==> src/mbsp_pkg.sv <==
// Package: shared types and constants for the MIDI byte stream parser.
package mbsp_pkg;

  localparam int unsigned SYSEX_MAX_COUNT_DEF = 1023;
  localparam int unsigned POS_W = 10;

  // Status byte codes
  localparam logic [7:0] ST_VOICE_LAST  = 8'hEF;
  localparam logic [7:0] ST_SYSEX_START = 8'hF0;
  localparam logic [7:0] ST_SYSEX_END   = 8'hF7;
  localparam logic [7:0] ST_RT_FIRST    = 8'hF8;
  localparam logic [7:0] ST_RT_LAST     = 8'hFC;

  // Upper nibble of the running status
  localparam logic [3:0] HI_NOTE_OFF  = 4'h8;
  localparam logic [3:0] HI_NOTE_ON   = 4'h9;
  localparam logic [3:0] HI_POLY_PRES = 4'hA;
  localparam logic [3:0] HI_CC        = 4'hB;
  localparam logic [3:0] HI_PROGRAM   = 4'hC;
  localparam logic [3:0] HI_CHAN_PRES = 4'hD;
  localparam logic [3:0] HI_BEND      = 4'hE;

  // Data byte count codes
  localparam logic [1:0] DC_NONE   = 2'd0;
  localparam logic [1:0] DC_FIRST  = 2'd1;
  localparam logic [1:0] DC_SECOND = 2'd2;
  localparam logic [1:0] DC_BAD    = 2'd3;

  // Fine controller range and its coarse offset
  localparam logic [6:0] CC_FINE_LO   = 7'd32;
  localparam logic [6:0] CC_FINE_HI   = 7'd63;
  localparam logic [6:0] CC_FINE_OFS  = 7'd32;
  localparam logic [6:0] CC_NONE      = 7'd127;

  typedef enum logic [3:0] {
    KIND_REALTIME   = 4'd0,
    KIND_NOTE_ON    = 4'd1,
    KIND_NOTE_OFF   = 4'd2,
    KIND_CC         = 4'd3,
    KIND_CHAN_PRES  = 4'd4,
    KIND_PROGRAM    = 4'd5,
    KIND_POLY_PRES  = 4'd6,
    KIND_BEND       = 4'd7,
    KIND_SYSEX_DATA = 4'd8,
    KIND_SYSEX_END  = 4'd9
  } kind_t;

  typedef struct packed {
    logic [7:0] running_status;
    logic [1:0] data_count;
    logic [6:0] held_first_data;
    logic       sysex_active;
    logic [6:0] last_cc_number;
  } ctx_t;

  typedef struct packed {
    kind_t            kind;
    logic [7:0]       status_byte;
    logic [6:0]       first_data;
    logic [6:0]       second_data;
    logic [POS_W-1:0] sysex_position;
  } result_t;

endpackage

==> src/mbsp_decode.sv <==
// Decode of one received byte against the parser context.
module mbsp_decode #(
  parameter int unsigned SYSEX_MAX_COUNT = mbsp_pkg::SYSEX_MAX_COUNT_DEF,
  parameter int unsigned CNT_W           = $clog2(SYSEX_MAX_COUNT + 1)
) (
  input  logic [7:0]        rx_byte,
  input  mbsp_pkg::ctx_t    ctx,
  input  logic [CNT_W-1:0]  sysex_count,
  output mbsp_pkg::ctx_t    ctx_nxt,
  output logic [CNT_W-1:0]  sysex_count_nxt,
  output logic              res_valid,
  output mbsp_pkg::result_t res
);

  localparam logic [CNT_W-1:0] CNT_MAX = CNT_W'(SYSEX_MAX_COUNT);

  logic [3:0]                        hi;
  logic [6:0]                        d;
  logic [CNT_W+mbsp_pkg::POS_W-1:0]  cnt_ext;
  logic [mbsp_pkg::POS_W-1:0]        pos;
  logic                              fine_cc;

  assign hi      = ctx.running_status[7:4];
  assign d       = rx_byte[6:0];
  // Report the count masked to the position width
  assign cnt_ext = {{mbsp_pkg::POS_W{1'b0}}, sysex_count};
  assign pos     = cnt_ext[mbsp_pkg::POS_W-1:0];
  assign fine_cc = (ctx.held_first_data >= mbsp_pkg::CC_FINE_LO) &&
                   (ctx.held_first_data <= mbsp_pkg::CC_FINE_HI) &&
                   (ctx.last_cc_number ==
                    (ctx.held_first_data - mbsp_pkg::CC_FINE_OFS));

  always_comb begin
    ctx_nxt             = ctx;
    sysex_count_nxt     = sysex_count;
    res_valid           = 1'b0;
    res.kind            = mbsp_pkg::KIND_REALTIME;
    res.status_byte     = ctx.running_status;
    res.first_data      = 7'd0;
    res.second_data     = 7'd0;
    res.sysex_position  = '0;
    if (rx_byte[7]) begin
      priority if (rx_byte <= mbsp_pkg::ST_VOICE_LAST) begin
        ctx_nxt.running_status = rx_byte;
        ctx_nxt.data_count     = mbsp_pkg::DC_FIRST;
        ctx_nxt.sysex_active   = 1'b0;
      end else if (rx_byte >= mbsp_pkg::ST_RT_FIRST && rx_byte <= mbsp_pkg::ST_RT_LAST) begin
        res_valid       = 1'b1;
        res.kind        = mbsp_pkg::KIND_REALTIME;
        res.status_byte = rx_byte;
      end else if (rx_byte == mbsp_pkg::ST_SYSEX_START) begin
        ctx_nxt.sysex_active = 1'b1;
        ctx_nxt.data_count   = mbsp_pkg::DC_FIRST;
        sysex_count_nxt      = '0;
      end else if (rx_byte == mbsp_pkg::ST_SYSEX_END && ctx.sysex_active) begin
        ctx_nxt.sysex_active = 1'b0;
        ctx_nxt.data_count   = mbsp_pkg::DC_NONE;
        res_valid            = 1'b1;
        res.kind             = mbsp_pkg::KIND_SYSEX_END;
        res.status_byte      = mbsp_pkg::ST_SYSEX_START;
        res.sysex_position   = pos;
      end else begin
        // drop other system bytes
      end
    end else if (ctx.sysex_active) begin
      if (sysex_count < CNT_MAX) begin
        sysex_count_nxt = sysex_count + CNT_W'(1);
      end
      res_valid          = 1'b1;
      res.kind           = mbsp_pkg::KIND_SYSEX_DATA;
      res.status_byte    = mbsp_pkg::ST_SYSEX_START;
      res.first_data     = d;
      res.sysex_position = pos;
    end else begin
      unique case (ctx.data_count)
        mbsp_pkg::DC_FIRST: begin
          if (hi == mbsp_pkg::HI_CHAN_PRES) begin
            res_valid      = 1'b1;
            res.kind       = mbsp_pkg::KIND_CHAN_PRES;
            res.first_data = d;
          end else if (hi == mbsp_pkg::HI_PROGRAM) begin
            res_valid      = 1'b1;
            res.kind       = mbsp_pkg::KIND_PROGRAM;
            res.first_data = d;
          end else begin
            ctx_nxt.held_first_data = d;
            ctx_nxt.data_count      = mbsp_pkg::DC_SECOND;
          end
        end
        mbsp_pkg::DC_SECOND: begin
          ctx_nxt.data_count = mbsp_pkg::DC_FIRST;
          res.first_data     = ctx.held_first_data;
          priority if (hi == mbsp_pkg::HI_NOTE_ON && d != 7'd0) begin
            res_valid       = 1'b1;
            res.kind        = mbsp_pkg::KIND_NOTE_ON;
            res.second_data = d;
          end else if (hi == mbsp_pkg::HI_NOTE_OFF || hi == mbsp_pkg::HI_NOTE_ON) begin
            res_valid = 1'b1;
            res.kind  = mbsp_pkg::KIND_NOTE_OFF;
          end else if (hi == mbsp_pkg::HI_CC) begin
            // suppress the fine half right after its coarse partner
            ctx_nxt.last_cc_number = ctx.held_first_data;
            res_valid              = !fine_cc;
            res.kind               = mbsp_pkg::KIND_CC;
            res.second_data        = d;
          end else if (hi == mbsp_pkg::HI_POLY_PRES) begin
            res_valid       = 1'b1;
            res.kind        = mbsp_pkg::KIND_POLY_PRES;
            res.second_data = d;
          end else if (hi == mbsp_pkg::HI_BEND) begin
            res_valid       = 1'b1;
            res.kind        = mbsp_pkg::KIND_BEND;
            res.second_data = d;
          end else begin
            res_valid = 1'b0;
          end
        end
        default: begin
          // no status in force (none yet, or after a sysex end), or a count that cannot arise: drop the byte
        end
      endcase
    end
  end

endmodule

==> src/mbsp_out_stage.sv <==
// Result register with valid/stall handshake toward the consumer.
module mbsp_out_stage (
  input  logic              clk,
  input  logic              rst_n,
  input  logic              advance,
  input  logic              res_valid,
  input  mbsp_pkg::result_t res,
  input  logic              out_stall,
  output logic              can_take,
  output logic              out_valid,
  output mbsp_pkg::result_t out_res
);

  logic              valid_r;
  logic              valid_nxt;
  mbsp_pkg::result_t res_r;

  // Free when empty or when the held result transfers this cycle
  assign can_take = !valid_r || !out_stall;

  always_comb begin
    valid_nxt = valid_r;
    if (can_take) begin
      valid_nxt = advance && res_valid;
    end
  end

  always_ff @(posedge clk) begin
    if (!rst_n) begin
      valid_r <= 1'b0;
    end else begin
      valid_r <= valid_nxt;
    end
  end

  always_ff @(posedge clk) begin
    if (advance && res_valid && can_take) begin
      res_r <= res;
    end
  end

  assign out_valid = valid_r;
  assign out_res   = res_r;

endmodule

==> src/midi_byte_stream_parser_core.sv <==
// Top level: MIDI byte stream parser with running status and sysex collection.
// One MIDI byte is taken per cycle while the result register is not stalled;
// each byte passes an input register, one pass of decode logic that also
// updates the parser context, and a result register. Bytes that complete no
// message (voice and sysex start status bytes, first data bytes of two-data
// messages, suppressed fine controllers, ignored system bytes) give no
// result. Only a stalled result register holds back input. Sysex positions
// count up to SYSEX_MAX_COUNT and then hold; positions are reported on 10 bits.
module midi_byte_stream_parser_core #(
  parameter int unsigned SYSEX_MAX_COUNT = mbsp_pkg::SYSEX_MAX_COUNT_DEF
) (
  input  logic       clk,
  input  logic       rst_n,
  input  logic       in_valid,
  output logic       in_stall,
  input  logic [7:0] in_rx_byte,
  output logic       out_valid,
  input  logic       out_stall,
  output logic [3:0] out_kind,
  output logic [7:0] out_status_byte,
  output logic [6:0] out_first_data,
  output logic [6:0] out_second_data,
  output logic [9:0] out_sysex_position
);

  localparam int unsigned CNT_W = $clog2(SYSEX_MAX_COUNT + 1);

  logic              in_valid_r;
  logic              in_valid_nxt;
  logic [7:0]        in_byte_r;
  logic              in_take;
  logic              advance;
  logic              can_take;
  mbsp_pkg::ctx_t    ctx_r;
  mbsp_pkg::ctx_t    ctx_nxt;
  logic [CNT_W-1:0]  sysex_count_r;
  logic [CNT_W-1:0]  sysex_count_nxt;
  logic              res_valid;
  mbsp_pkg::result_t res;
  mbsp_pkg::result_t out_res;

  assign advance  = in_valid_r && can_take;
  assign in_stall = in_valid_r && !can_take;
  assign in_take  = in_valid && !in_stall;

  always_comb begin
    in_valid_nxt = in_valid_r;
    if (in_take) begin
      in_valid_nxt = 1'b1;
    end else if (advance) begin
      in_valid_nxt = 1'b0;
    end
  end

  always_ff @(posedge clk) begin
    if (!rst_n) begin
      in_valid_r <= 1'b0;
    end else begin
      in_valid_r <= in_valid_nxt;
    end
  end

  always_ff @(posedge clk) begin
    if (in_take) begin
      in_byte_r <= in_rx_byte;
    end
  end

  // Context moves only when the held byte is consumed
  always_ff @(posedge clk) begin
    if (!rst_n) begin
      ctx_r.running_status  <= '0;
      ctx_r.data_count      <= mbsp_pkg::DC_NONE;
      ctx_r.held_first_data <= '0;
      ctx_r.sysex_active    <= 1'b0;
      ctx_r.last_cc_number  <= mbsp_pkg::CC_NONE;
      sysex_count_r         <= '0;
    end else if (advance) begin
      ctx_r         <= ctx_nxt;
      sysex_count_r <= sysex_count_nxt;
    end
  end

  mbsp_decode #(
    .SYSEX_MAX_COUNT (SYSEX_MAX_COUNT),
    .CNT_W           (CNT_W)
  ) u_decode (
    .rx_byte         (in_byte_r),
    .ctx             (ctx_r),
    .sysex_count     (sysex_count_r),
    .ctx_nxt         (ctx_nxt),
    .sysex_count_nxt (sysex_count_nxt),
    .res_valid       (res_valid),
    .res             (res)
  );

  mbsp_out_stage u_out_stage (
    .clk       (clk),
    .rst_n     (rst_n),
    .advance   (advance),
    .res_valid (res_valid),
    .res       (res),
    .out_stall (out_stall),
    .can_take  (can_take),
    .out_valid (out_valid),
    .out_res   (out_res)
  );

  assign out_kind           = out_res.kind;
  assign out_status_byte    = out_res.status_byte;
  assign out_first_data     = out_res.first_data;
  assign out_second_data    = out_res.second_data;
  assign out_sysex_position = out_res.sysex_position;

`ifndef SYNTHESIS
  a_reset_empty: assert property (@(posedge clk)
    !rst_n |=> !in_valid_r && !out_valid)
    else $error("pipeline not empty after reset");

  a_count_bound: assert property (@(posedge clk) disable iff (!rst_n)
    sysex_count_r <= CNT_W'(SYSEX_MAX_COUNT))
    else $error("sysex count above its maximum");

  a_dc_legal: assert property (@(posedge clk) disable iff (!rst_n)
    ctx_r.data_count != mbsp_pkg::DC_BAD)
    else $error("illegal data count");

  a_held_byte: assert property (@(posedge clk) disable iff (!rst_n)
    in_valid_r && !advance |=> in_valid_r && $stable(in_byte_r) && $stable(ctx_r))
    else $error("held byte or context changed while blocked");

  a_sysex_status: assert property (@(posedge clk) disable iff (!rst_n)
    out_valid && (out_kind == mbsp_pkg::KIND_SYSEX_DATA ||
                  out_kind == mbsp_pkg::KIND_SYSEX_END)
      |-> out_status_byte == mbsp_pkg::ST_SYSEX_START)
    else $error("sysex result without sysex status");
`endif

endmodule

==> config.mk <==
export PLATFORM = sky130hd
export DESIGN_NAME = midi_byte_stream_parser_core
export DESIGN_NICKNAME = d
export VERILOG_FILES = /design/src/mbsp_pkg.sv /design/src/mbsp_decode.sv /design/src/mbsp_out_stage.sv /design/src/midi_byte_stream_parser_core.sv
export SDC_FILE = /design/constraint.sdc
export NUM_CORES = 1
export LEC_CHECK = 0
export ABC_AREA = 1
export ABC_CLOCK_PERIOD_IN_PS = 5100
export BUFFER_PORTS_ARGS = -buffer_cell sky130_fd_sc_hd__clkbuf_2
export CORE_MARGIN = 8
export CORE_UTILIZATION = 44
export CTS_BUF_LIST = sky130_fd_sc_hd__clkbuf_2 sky130_fd_sc_hd__clkbuf_4 sky130_fd_sc_hd__clkbuf_8
export CTS_CLUSTER_DIAMETER = 60
export DETAILED_ROUTE_END_ITERATION = 10
export PLACE_DENSITY = 0.62
export SLEW_MARGIN = 10
export SYNTH_ARGS = -nofsm -noshare
export SYNTH_HDL_FRONTEND = slang
export SYNTH_SLANG_ARGS = --single-unit
==> constraint.sdc <==
create_clock -name clk -period 5.1 [get_ports clk]
set_input_delay 1.02 -clock clk [delete_from_list [all_inputs] [get_ports clk]]
set_output_delay 1.02 -clock clk [all_outputs]
set_load 0.01 [all_outputs]
==> results of run 1 <==
==> stage by stage <==
stage	hold slack, ns	instance area (µm²)	cells
floorplan	0.454	3560	391
detailed placement	0.485	3910	539
finish	0.497	4130	555
global route	0.530	4130	555
CTS	0.499	4130	555
global placement	0.475	3910	539
==> path summary, 6_finish.rpt <==
kind	startpoint	endpoint	slack [ns]
hold / removal	ctx_r[16]	ctx_r[16]	0.50
setup reg to reg	in_byte_r[5]	u_out_stage.out_res[18]	2.35
hold reg to reg	ctx_r[16]	ctx_r[16]	0.50
setup / recovery	in_byte_r[5]	u_out_stage.out_res[18]	2.35
==> tightest hold or removal path, delay by kind of cell (launching register included) <==
family	cells	cell delay, ns
buf+inv	1	0.07
flops	1	0.32
compound gates	1	0.07
==> cells by family (layout without fill, tap and decap cells) <==
family / count (synthesis) / count (layout) / synth area share, %
buffers and inverters: 69 / 128 / 7.52
AO/OA/AOI/OAI: 78 / 78 / 12.4
adder cells (fa/ha/maj): 5 / 5 / 1.76
AND/OR/NAND/NOR: 153 / 153 / 19.2
XOR/XNOR: 5 / 5 / 1.23
flip-flops: 81 / 81 / 57.9
==> registers in the layout, indices dropped and copies added (netlist names) <==
register and flops:
ctx_r 25, in_byte_r 8, in_valid_r 1, sysex_count_r 10, u_out_stage.out_res 36, u_out_stage.out_valid 1
==> per-layer routing <==
metal / routed length (µm) / vias up
li1: - / 1427
met1: 3710 / 1271
met2: 3680 / 93
met3: 617 / 10
met4: 149 / 0
met5: 0 / -
==> power breakdown <==
group,switching (mW),internal (mW)
clock,0.236,0.275
sequential,0.0106,0.702
combinational,0.0551,0.0222
==> cell usage after synthesis <==
master / count / share of area, %
o221ai_1: 1 / 0.25
ha_1: 5 / 1.8
nor3b_1: 1 / 0.21
buf_2: 1 / 0.14
nor2_1: 28 / 3.0
xnor2_1: 1 / 0.25
inv_1: 60 / 6.3
buf_6: 1 / 0.32
nand4_1: 3 / 0.53
edfxtp_1: 44 / 37
nor4_1: 3 / 0.53
a311oi_1: 1 / 0.25
a21oi_1: 30 / 4.2
o211ai_1: 8 / 1.7
nand2_2: 2 / 0.35
dfxtp_1: 37 / 21
nor2_4: 1 / 0.32
clkbuf_1: 5 / 0.53
nand3_1: 7 / 0.98
nand2_1: 79 / 8.3
o21ai_1: 1 / 0.14
a211oi_1: 4 / 0.84
nor3_2: 1 / 0.28
inv_2: 2 / 0.21
xor2_1: 4 / 0.98
o21ai_2: 1 / 0.25
nand3_2: 1 / 0.28
nand4_2: 1 / 0.35
o22ai_1: 7 / 1.2
o21ai_0: 25 / 3.5
nor3_1: 25 / 3.5
nor4_4: 1 / 0.60
==> layout make-up <==
class                      count  area, µm²
clock inverter                 7       92.6
fill                         786       3880
tap                          105        131
timing repair buffer          50        253
multi-input combinational    241       1230
sequential                    81       2060
inverter                      62        233
clock buffer                   9        124
==> reports/results.ini, run 1 <==
[clock_network]
ctsHoldBuffers = 0
root_buffer = clkbuf_8
clkLatencyLatePin_ns = 0.36
cts.sinks = 81
cts_made_buffers = 9
cts.repair.resized = 0
clk_pin_slew_ns = 0.08
cts_tree = done
h-tree-depth = 3
post_cts_buffers = 0
cts_buffer_depth = 2

[global_routing]
grt_pass1_vias = 2741
grt.busiest_layer = met2
grt-ovfl-total = 0
grt.met2_usage_pct = 23.0
grtUsageMet1_pct = 18.3
met3_usage_pct = 4.96
antenna_found_initial = 0
grt_pass1_wl_mm = 13.3
grtUsageTotal_pct = 14.9
grt_max_degree = 37

[pwr]
ir_drop_v = 0.000154
p_leak_nw = 1.70
power-per-cell-area_mw_per_mm2 = 315
power_mw = 1.30

[place]
dp_hpwl_mm = 5.94
place_ws_ns = 2.33
gp_congestion = 0.894
port_buffers = 49

[worst_setup_path]
slowest_stage = edfxtp_1
crit_fanout = 36
ff2ff_path_depth = 11
cp_slowest_stage_delay_ns = 0.45
crit_chain = inv_1 > nor4_4 > nand3_1 > nand2_1 > inv_1 > nand2_1 > nand2_1 > inv_1 > nand2_1 > inv_1 > buf_4
cp-end-kind = flip-flop
crit_required_ns = 5.11
cp-start-kind = flip-flop
critPathTopFamily = simple AND/OR/NAND/NOR gates
cp_data_arrival_time_ns = 2.75
critPathKind = reg -> reg
crit_buf_inv = 5
cp.depth = 11

[synth]
synth_fp_nets = 408
synthDistinctLibCells = 32
avgSynthCellArea_um2 = 9.11
ys_seq_elements = 81
netlist_area_mm2 = 0.00356
synth_warnings = 0
yosysSeqAreaShare_pct = 57.9
synthCells = 391

[routing]
via_per_inst = 5.05
dr.pass1.iters = 5
vias = 2801
wire_per_inst_um = 14.7
totalWireLength_mm = 8.16
ant_nets = 0
drc_errors = 0
drt_iter0_markers = 155

[sta]
tightestPinTransition_ns = 0.929
finalMaxSlewViolations = 0
rsz0062_at_grt = false
setup_viol = 0
fin_worst_skew_ns = 0.0164
tns_ns = 0
max_slew_margin_pct = 37.8
fin_crit_ns = 2.75
final_hold_viol_count = 0
fin_ws_ns = 2.35
clock.fmax_ghz = 0.364
fin_crit_sh_pct = 53.8

[finish]
mostFrequentLayoutCells = nand2_1, inv_1, clkbuf_2
area_delta_synth_final_pct = 15.9
final_util_pct = 51.5
final_common_cell = nand2_1
layout.nets = 462
final_layout_size_suffix_gt1_share_pct = 16.7
antenna_cells = 0

[status]
status = finished clean

[min_path]
hp-class = reg -> reg
min_path_cells = 2

[die]
die_w_um = 106
fp-row-count = 33
core-area_mm2 = 0.00801
die-area_mm2 = 0.0112
die_h_um = 106
num_io_pins = 50
initial_core_util_pct = 44.5

[flow_run]
cap_violations = 0

Note: power is estimated with default switching activity, not from simulation.
==> run 2, diff against run 1 <==
ABC_AREA = 0   (was 1)
ABC_CLOCK_PERIOD_IN_PS = 2250   (was 5100)
PLACE_DENSITY = 0.64   (was 0.62)
clock period = 2.25 ns   (was 5.1 ns; I/O delays follow)
==> run 2 against run 1 <==
Clock skew fell by 0.0077 ns. Combinational power is 110% higher. Sequential power up 120%. Clock power is 110% higher. Final cell count is 9.7% lower.
==> reports/results.ini, run 2 <==
[status]
status = finished clean  ; unchanged

[sta]
tightestPinTransition_ns = 0.539  ; was 0.929 ns
setup_viol = 0  ; unchanged
tns_ns = 0  ; unchanged
fin_ws_ns = 0.156  ; was 2.35 ns
max_slew_margin_pct = 63.9  ; was 37.8%
finalMaxSlewViolations = 0  ; unchanged
final_hold_viol_count = 0  ; unchanged
rsz0062_at_grt = false  ; unchanged
fin_crit_sh_pct = 93.1  ; was 53.8%
fin_crit_ns = 2.09  ; was 2.75 ns
clock.fmax_ghz = 0.478  ; was 0.364 GHz
whs_ns = 0.263  ; was 0.497 ns
fin_worst_skew_ns = 0.00876  ; was 0.0164 ns

[clock_network]
cts.sinks = 81  ; unchanged
cts_tree = done  ; unchanged
ctsHoldBuffers = 0  ; unchanged
root_buffer = clkbuf_8  ; unchanged
clkLatencyLatePin_ns = 0.35  ; was 0.36 ns
cts_made_buffers = 9  ; unchanged
cts_buffer_depth = 2  ; unchanged
clk_pin_slew_ns = 0.09  ; was 0.08 ns
h-tree-depth = 3  ; unchanged

[die]
num_io_pins = 50  ; unchanged
fp-row-count = 33  ; unchanged
core-area_mm2 = 0.00809  ; was 0.00801 mm²
die_w_um = 107  ; was 106 µm
die_h_um = 107  ; was 106 µm
die-area_mm2 = 0.0114  ; was 0.0112 mm²
initial_core_util_pct = 44.9  ; was 44.5%

[finish]
area_delta_synth_final_pct = 19.4  ; was 15.9%
final_layout_size_suffix_gt1_share_pct = 27.0  ; was 16.7%
antenna_cells = 0  ; unchanged
mostFrequentLayoutCells = clkbuf_2, edfxtp_1, dfxtp_1  ; was nand2_1, inv_1, clkbuf_2
final_common_cell = clkbuf_2  ; was nand2_1
layout.nets = 408  ; was 462
largest_register_ffs = 36  ; unchanged
fin_cells = 501  ; was 555

[global_routing]
grt_pass1_wl_mm = 13.3  ; about the same
antenna_found_initial = 0  ; unchanged
grtUsageTotal_pct = 14.8  ; was 14.9%
grt_pass1_vias = 2495  ; was 2,741
grt_max_degree = 26  ; was 37
grt-ovfl-total = 0  ; unchanged

[worst_setup_path]
cp_data_arrival_time_ns = 2.15  ; was 2.75 ns
crit_fanout = 15  ; was 36
reg2reg_slack_ns = 0.16  ; was 2.35 ns
critPathKind = reg -> reg  ; unchanged
cp-end-kind = flip-flop  ; unchanged
crit_required_ns = 2.30  ; was 5.11 ns
cp-start-kind = flip-flop  ; unchanged
worstSetupStartpoint = ctx_r[23]  ; was in_byte_r[5]
r2r-start = ctx_r[23]  ; was in_byte_r[5]

[pwr]
ir_drop_v = 0.000294  ; was 0.000154 V
power-per-cell-area_mw_per_mm2 = 655  ; was 315 mW/mm²
p_leak_nw = 1.70  ; about the same

[routing]
via_per_inst = 5.38  ; was 5.05
ant_nets = 0  ; unchanged
wire_per_inst_um = 16.6  ; was 14.7 µm
drt_iter0_markers = 162  ; was 155
totalWireLength_mm = 8.30  ; was 8.16 mm
vias = 2693  ; was 2,801
drc_errors = 0  ; unchanged
dr.pass1.iters = 5  ; unchanged

[synth]
async_flop_share_pct = 0  ; unchanged
synth_warnings = 0  ; unchanged
ys_seq_elements = 81  ; unchanged
synthFlopType = edfxtp_1  ; unchanged
synth_top_area_cell = edfxtp_1  ; unchanged
yosysSeqAreaShare_pct = 56.7  ; was 57.9%
ys_top_cells_by_count = edfxtp_1, dfxtp_1, nor2_1, nand2_1, mux2i_1  ; was nand2_1, inv_1, edfxtp_1, dfxtp_1, a21oi_1
synth_fp_nets = 343  ; was 408
synth_top_cell_area_share_pct = 36.4  ; was 37.1%
avgSynthCellArea_um2 = 11.1  ; was 9.11 µm²
synthCells = 326  ; was 391
synth.most_common_cell = edfxtp_1  ; was nand2_1
synth_edf_count = 44  ; unchanged
netlist_area_mm2 = 0.00363  ; was 0.00356 mm²
synthDistinctLibCells = 56  ; was 32
ys_top_cells_by_area = edfxtp_1, dfxtp_1, mux2i_1  ; was edfxtp_1, dfxtp_1, nand2_1

[min_path]
hp-class = in -> reg  ; was reg -> reg
worstHoldStart = in_rx_byte[6]  ; was ctx_r[16]

[place]
place_ws_ns = 0.121  ; was 2.33 ns
gp_congestion = 0.876  ; was 0.894
port_buffers = 49  ; unchanged
dp_hpwl_mm = 6.04  ; was 5.94 mm
dpl.cell_count = 483  ; was 539

[flow_run]
cap_violations = 0  ; unchanged

==> run 2: changes by cell type after synthesis, moves of 8 or more <==
| cell | delta |
|---|---|
| a22o_1 | +9 |
| a21oi_1 | -20 |
| inv_1 | -52 |
| nand2_1 | -50 |
| and2_1 | +8 |
| nor3_1 | -21 |
| nor2b_1 | +12 |
| o21ai_0 | -9 |
| mux2i_1 | +20 |
==> run 2: report_power, final <==
part	internal [mW]	switching, mW
combinational	0.0644	0.0952
clock	0.524	0.559
sequential	1.58	0.0225
total	2.17	0.677
==> run 2: cells by family after synthesis <==
kind of cell,after synthesis,share of synthesized area (%)
and+or+nand+nor,123,18.1
muxes,21,5.82
xor gates and xnor gates,8,1.93
buffers and inverters,25,3.10
adders and majority gates,5,1.72
AOI/OAI and AO/OA,63,12.6
DFF,81,56.7
==> run 2: layout make-up <==
type | instances | area, µm²
inverter | 9 | 33.8
clock inverter | 7 | 77.6
sequential | 81 | 2070
tap | 105 | 131
timing repair buffer | 70 | 415
multi-input combinational | 220 | 1490
fill | 743 | 3750
clock buffer | 9 | 124
==> run 2: through the flow <==
step           total power [mW]  area (µm²)  utilization, %
5_1_grt                    2.94        4340            53.6
6_report                   2.84        4340            53.6
3_5_place_dp               1.79        4120            50.9
3_3_place_gp               1.79        4120            50.9
2_1_floorplan              1.73        3680               -
4_1_cts                    2.86        4320            53.4
==> run 2: timing repair <==
item | CTS | global route
setup buffers | 0 | 2
resized for setup | 0 | 1
setup endpoints to repair | 0 | 15
==> run 2: critical path, stage by stage, from the launching register on <==
cell      delay (ns)
dfxtp_1         0.39
nand3b_1        0.20
or2_2           0.32
nor2_1          0.13
o21ai_1         0.13
a221oi_4        0.32
buf_4           0.29
==> run 2: worst paths after layout <==
path                            depth (start not counted)                      end
worst min register to register                          2                 ctx_r[4]
worst min-delay path                                    1             in_byte_r[6]
worst max register to register                          6  u_out_stage.out_res[10]
worst max-delay path                                    6  u_out_stage.out_res[10]
==> run 2: per-layer routing <==
layer / part of all wire [%] / vias up / global-route usage, %
met2: 46 / 73 / 23.4
met5: 0 / - / 0
met1: 46 / 1288 / 19.6
met4: 1.6 / 0 / 5.43
li1: - / 1321 / -
met3: 6.2 / 11 / 3.24
